--- config.mk ---
export PLATFORM = sky130hd
export DESIGN_NAME = sdwp_sqrt
export DESIGN_NICKNAME = d
export VERILOG_FILES = /design/src/rtl/sdwp_pkg.sv /design/src/rtl/sdwp_sqrt.sv
export SDC_FILE = /design/constraint.sdc
export NUM_CORES = 2
export LEC_CHECK = 0
export BUFFER_PORTS_ARGS = -buffer_cell sky130_fd_sc_hd__buf_2
export CORE_MARGIN = 2
export CORE_UTILIZATION = 38
export CTS_CLUSTER_SIZE = 40
export DETAILED_ROUTE_END_ITERATION = 10
export PLACE_DENSITY = 0.55
export SYNTH_ARGS = -nofsm -noshare
export SYNTH_HDL_FRONTEND = slang
export SYNTH_SLANG_ARGS = --single-unit
--- constraint.sdc ---
create_clock -name clk -period 5.1 [get_ports clk]
set_input_delay 0.255 -clock clk [delete_from_list [all_inputs] [get_ports clk]]
set_output_delay 0.255 -clock clk [all_outputs]
set_load 0.02 [all_outputs]
--- src/rtl/sdwp_pkg.sv ---
// Shared types and constants of the stereo disparity to world point block.
`default_nettype none

package sdwp_pkg;

  localparam int CFG_IDX_W  = 3;
  localparam int CFG_DATA_W = 48;

  localparam logic [CFG_IDX_W-1:0] CFG_FOCAL_X       = 3'd0;
  localparam logic [CFG_IDX_W-1:0] CFG_FOCAL_Y       = 3'd1;
  localparam logic [CFG_IDX_W-1:0] CFG_BASELINE      = 3'd2;
  localparam logic [CFG_IDX_W-1:0] CFG_CENTER_U      = 3'd3;
  localparam logic [CFG_IDX_W-1:0] CFG_CENTER_V      = 3'd4;
  localparam logic [CFG_IDX_W-1:0] CFG_TILT_COS_SIN  = 3'd5;
  localparam logic [CFG_IDX_W-1:0] CFG_CAMERA_OFFSET = 3'd6;

  localparam logic [15:0] RST_FOCAL_X  = 16'd16384;
  localparam logic [15:0] RST_FOCAL_Y  = 16'd16384;
  localparam logic [15:0] RST_BASELINE = 16'd120;
  localparam logic [10:0] RST_CENTER_U = 11'd640;
  localparam logic [10:0] RST_CENTER_V = 11'd480;
  localparam logic [15:0] RST_COS      = 16'd16384;
  localparam logic [15:0] RST_SIN      = 16'd0;
  localparam logic [15:0] RST_OFFSET   = 16'd0;

  // divider geometry: one quotient bit per stage
  localparam int DIV_NUM_W   = 48;
  localparam int DIV_DEN_D_W = 12;
  localparam int DIV_DEN_Y_W = 28;

  // square root: two radicand bits per stage
  localparam int SQ_W     = 64;
  localparam int SQ_STEPS = 32;
  localparam int ROOT_W   = 32;

  typedef struct packed {
    logic [10:0] pixel_col;
    logic [10:0] pixel_row;
    logic [11:0] disparity;
  } pix_in_t;

  typedef struct packed {
    logic               valid_res;
    logic signed [31:0] cam_x;
    logic signed [31:0] cam_y;
    logic        [30:0] cam_z;
    logic        [30:0] cam_distance;
    logic signed [31:0] world_x;
    logic signed [31:0] world_y;
    logic signed [31:0] world_z;
    logic        [30:0] world_distance;
  } point_out_t;

endpackage

`default_nettype wire

--- src/rtl/sdwp_sqrt.sv ---
// Pipelined integer square root with remainder, two radicand bits per stage.
`default_nettype none

module sdwp_sqrt (
  input  logic                        clk,
  input  logic                        en,
  input  logic [sdwp_pkg::SQ_W-1:0]   sq_in,
  output logic [sdwp_pkg::ROOT_W-1:0] root,
  output logic [sdwp_pkg::ROOT_W:0]   rem
);

  localparam int W = sdwp_pkg::SQ_W;
  localparam int N = sdwp_pkg::SQ_STEPS;

  logic [W-1:0] x_r [N];
  logic [W-1:0] r_r [N];

  for (genvar k = 0; k < N; k++) begin : g_step
    localparam logic [W-1:0] BIT_K = W'(1) << (W - 2 - 2 * k);
    logic [W-1:0] x_in;
    logic [W-1:0] r_in;
    logic [W-1:0] sum;
    logic         ge;

    if (k == 0) begin : g_first
      assign x_in = sq_in;
      assign r_in = '0;
    end else begin : g_next
      assign x_in = x_r[k-1];
      assign r_in = r_r[k-1];
    end

    assign sum = r_in + BIT_K;
    assign ge  = x_in >= sum;

    always_ff @(posedge clk) begin
      if (en) begin
        x_r[k] <= ge ? (x_in - sum) : x_in;
        r_r[k] <= ge ? ((r_in >> 1) + BIT_K) : (r_in >> 1);
      end
    end
  end

  // final root is below 2^32 and the remainder at most twice that
  assign root = r_r[N-1][sdwp_pkg::ROOT_W-1:0];
  assign rem  = x_r[N-1][sdwp_pkg::ROOT_W:0];

endmodule

`default_nettype wire

# Word level (Yosys, flattened, before mapping)
# Memories as Yosys holds them, arrays and structs flattened.
# Index checks and enable logic that the tools add are counted.
# word_totals
reg_bits,0
ramBits,4096
wordCells,194
mem_count,2
# op_classes
n_addsub,94
n_lt_le_gt_ge,32
n_mux,66
# memory_table
name,words,width,read_ports,rd_ports_with_merged_regs,write_ports,line,rtl
r_r,32,64,32,0,32,sdwp_sqrt.sv:16,logic [W-1:0] r_r [N];
x_r,32,64,32,0,32,sdwp_sqrt.sv:15,logic [W-1:0] x_r [N];
# op_table
op,n
$mux W64,63
$ge A64 B64 Y1,31
$sub A64 B64 Y64,31
$add A63 B1 Y64 const B,1
$add A63 B11 Y64 const B,1
$add A63 B13 Y64 const B,1
$add A63 B15 Y64 const B,1
$add A63 B17 Y64 const B,1
$add A63 B19 Y64 const B,1
$add A63 B21 Y64 const B,1
$add A63 B23 Y64 const B,1
$add A63 B25 Y64 const B,1
$add A63 B27 Y64 const B,1
$add A63 B29 Y64 const B,1
$add A63 B3 Y64 const B,1
$add A63 B31 Y64 const B,1
$add A63 B33 Y64 const B,1
$add A63 B35 Y64 const B,1
$add A63 B37 Y64 const B,1
$add A63 B39 Y64 const B,1
$add A63 B41 Y64 const B,1
$add A63 B43 Y64 const B,1
$add A63 B45 Y64 const B,1
$add A63 B47 Y64 const B,1
other kinds (45),46

# Depth between registers and ports, before layout
# An unclocked memory read counts as a cell.
# logic_depth
ltp_word,4
mapped_depth,16

# Worst setup path after synthesis
# No wires, ideal clock.
# synth_path
kind,reg2reg
startpoint,mem x_r[23][21] in the netlist's numbering
endpoint,"mem x_r[24][52] in the netlist's numbering, data pin"
setup_ps,258
arrival_time_ps,3361
required_time_ps,4842
setup_slack_ps,1481
path_stages_with_launch,13
n_path_buf,1
period_less_slack_ps,3619
cell_sequence,edfxtp_1 -> ha_1 -> clkbuf_1 -> nand4_1 -> or4_1 -> o21ai_1 -> o41ai_2 -> or2_1 -> nand4b_1 -> nand2_1 -> or4_1 -> or4_1 -> xnor2_1
# synth_rtl
item,line
from (decl),sdwp_sqrt.sv:15

==> results.cfg <==
[run_status]
status = complete, no violations

[power]
vdd_drop_max_mv = 0.3774
power_density_nw_per_um2 = 453.9
total_power_mw = 62.97
leakage_nw = 51.59

[drt]
drt_wl_total_um = 303000
dr.pass1.iters = 6
post_drt_wl_per_cell_um = 20.64
drt-vias-per-instance = 5.310
ant_nets = 0
drc_errors = 0
drt-initial-drc-count = 6391
vias = 77944

[place]
dpl_cell_area_um2 = 128600
place.gp.congestion = 0.8978
place_ws_ns = 0.7653
dp.cells = 14067
io_buffers = 130
dp_hpwl_um = 227400

[grt]
grt_pass1_wl_um = 463000
antenna_found_initial = 9
grt_max_degree = 156
grt-ovfl-total = 0
gr-usage-all-layers = 0.1821
grt_pass1_vias = 77709

[synthesis]
synth_nets = 10352
synth_edf_count = 2545
yosys-top-cells-count = edfxtp_1, inv_1, nor2_1
yosysMostFrequentCell = edfxtp_1
synth.top_cell.area_share = 0.6252
syn_area_um2 = 122200
synth-seq-cells = 2545
avgSynthCellArea_um2 = 12.57
async_flop_share = 0
synth_flop_cell = edfxtp_1
yosys_warnings = 0
postSynthCellCount = 9726
yosys.cell_types.count = 89
synth_area_leader_cell = edfxtp_1
synth.area.top_cells = edfxtp_1, ha_1, xnor2_1, xor2_1, a21oi_1
ys_seq_area_frac = 0.6252

[timing]
fin_crit_sh = 0.8547
fin_skew_ns = 0.08473
setup_viol = 0
drv_slew = 0
layout_setup_ws_ns = 0.7410
tightest_slew_ns = 1.342
fin_crit_ns = 4.359
rsz0062_at_grt = no
finalHoldViolCount = 0
clock.fmax_mhz = 229.4
whs_ns = 0.07492
fin_tns_setup_ns = 0
max_slew_margin = 0.1055

[floorplan]
die_w_um = 571.2
die_h_um = 571.2
core_um2 = 320600
start_util = 0.3812
fp.dieArea_um2 = 326200
floorplan.rows = 208
io_pins = 131

[final_layout]
final_cells = 14678
drive_gt1_frac = 0.08083
area_growth_pct = 13.50
final_util = 0.4327
fin_area_um2 = 138700
nets = 10771

[clocking]
cts_max_path_buffers = 4
postCtsSetupBuffers = 0
cts_sinks = 2545
cts_root_buf = clkbuf_16
cts_buffers = 288
cts_max_level = 5
ctsResizeCount = 0
cts_tree = done
worstSkewPairLatency_ns = 0.90
clk_pin_slew_worst_paths_ns = 0.06
ctsHoldBuffers = 92

[worst_setup_path]
worst-setup-path-type = reg2reg
path_delay_family = simple AND/OR/NAND/NOR gates
max_stage_delay_ns = 0.65
crit_chain = ha_1, nand4_1, or4_1, nor3_1, or3_1, nor2_1, and3_2, or2_1, or4_1, nor4_1, xor2_1
cp-start-kind = register
cpMaxStageDelayCell = or4_1
cp-end-kind = register
path_common_cell = or4_1
cp_data_arrival_time_ns = 4.94
critPathRequiredTime_ns = 5.68
critPathMaxFanout = 10
crit_buf_inv = 0

[hold_path]
hold_class = in2reg

[run]
max_cap_violations = 0
-- power by group --
part | switching (mW) | leakage [nW] | internal [mW]
Clock | 8.52 | 4.50 | 11.8
Combinational | 7.99 | 22.6 | 5.65
Sequential | 2.33 | 24.5 | 26.7
Total | 18.8 | 51.6 | 44.1
-- state kept, by name (all words and copies together), names as in the netlist --
| name | cells |
|---|---|
| r_r | 528 |
| x_r | 2017 |
-- worst register-to-register path: cells and delay by family, from the launching register on --
family / cells / cell delay, ns
XOR/XNOR: 1 / 0.12
AND/OR/NAND/NOR: 9 / 3.12
flip-flops: 1 / 0.43
adder cells (fa/ha/maj): 1 / 0.42
-- final cells by class --
| cell class | instances | area [um^2] |
|---|---|---|
| flip-flops and latches | 2545 | 76420 |
| fillers | 29296 | 181900 |
| repair buffers | 324 | 2603 |
| diodes | 6 | 15.01 |
| multi-input cells | 6281 | 42450 |
| inverters | 705 | 2646 |
| well taps | 4305 | 5386 |
| clock buffers | 344 | 7545 |
| clock inverters | 168 | 1669 |
-- logic make-up (layout without fill, tap and decap cells) --
kind of cell,after synthesis,after routing,synth area share
XOR/XNOR,898,898,0.06434
buffers and inverters,900,1541,0.02797
other,0,6,0
AND/OR/NAND/NOR,2857,2857,0.1202
adder cells (fa/ha/maj),560,560,0.05732
flip-flops,2545,2545,0.6252
multiplexers,124,124,0.01133
AO/OA/AOI/OAI,1842,1842,0.09358
-- worst paths after layout --
kind | start | to | slack [ns] | depth (start not counted)
worst min register to register | x_r[23][2]$_DFFE_PP_ | x_r[24][2]$_DFFE_PP_ | 0.42 | 0
worst max-delay path | x_r[26][31]$_DFFE_PP_ | x_r[27][46]$_DFFE_PP_ | 0.74 | 11
worst max register to register | x_r[26][31]$_DFFE_PP_ | x_r[27][46]$_DFFE_PP_ | 0.74 | 11
worst min-delay path | sq_in[45] | x_r[0][45]$_DFFE_PP_ | 0.07 | 2
-- cell usage in the layout (no fill, tap or decap), types with 24 or more instances in the layout --
| cell type | synthesis | layout |
|---|---|---|
| buf_4 | 2 | 81 |
| or3_1 | 111 | 111 |
| o21ai_0 | 394 | 394 |
| o211ai_1 | 34 | 34 |
| and2_1 | 39 | 39 |
| o31ai_1 | 40 | 40 |
| a31oi_1 | 53 | 53 |
| xor2_1 | 389 | 389 |
| nor3b_1 | 27 | 27 |
| and3_1 | 41 | 40 |
| dlygate4sd3_1 | 0 | 92 |
| nor3_1 | 274 | 273 |
| nand2_1 | 554 | 553 |
| nand4_1 | 163 | 163 |
| o21a_1 | 109 | 109 |
| edfxtp_1 | 2545 | 2545 |
| or4_1 | 59 | 59 |
| inv_1 | 704 | 704 |
| clkinv_1 | 0 | 59 |
| nor2b_1 | 85 | 85 |
| nor4_1 | 335 | 335 |
| nor2_1 | 692 | 691 |
| a21oi_1 | 652 | 651 |
| o21bai_1 | 57 | 57 |
| ha_1 | 560 | 560 |
| clkinv_2 | 0 | 53 |
| nand3_1 | 163 | 163 |
| a21o_1 | 229 | 229 |
| clkbuf_16 | 0 | 294 |
| nand2b_1 | 126 | 126 |
| or2_2 | 48 | 48 |
| clkbuf_1 | 161 | 50 |
| nor4b_1 | 39 | 39 |
| buf_2 | 13 | 129 |
| xnor2_1 | 509 | 509 |
| a211oi_1 | 54 | 53 |
| mux2_2 | 115 | 115 |
| nand4b_1 | 24 | 24 |
-- layer usage --
| layer | up-vias | track usage | routed length [um] |
|---|---|---|---|
| met2 | 1844 | 0.3197 | 150300 |
| met5 | - | 0 | 0 |
| met4 | 0 | 0.05480 | 9268 |
| met3 | 496 | 0.02041 | 12540 |
| met1 | 38344 | 0.2356 | 130900 |
| li1 | 37260 | - | - |
Note: power is estimated with default switching activity, not from simulation.
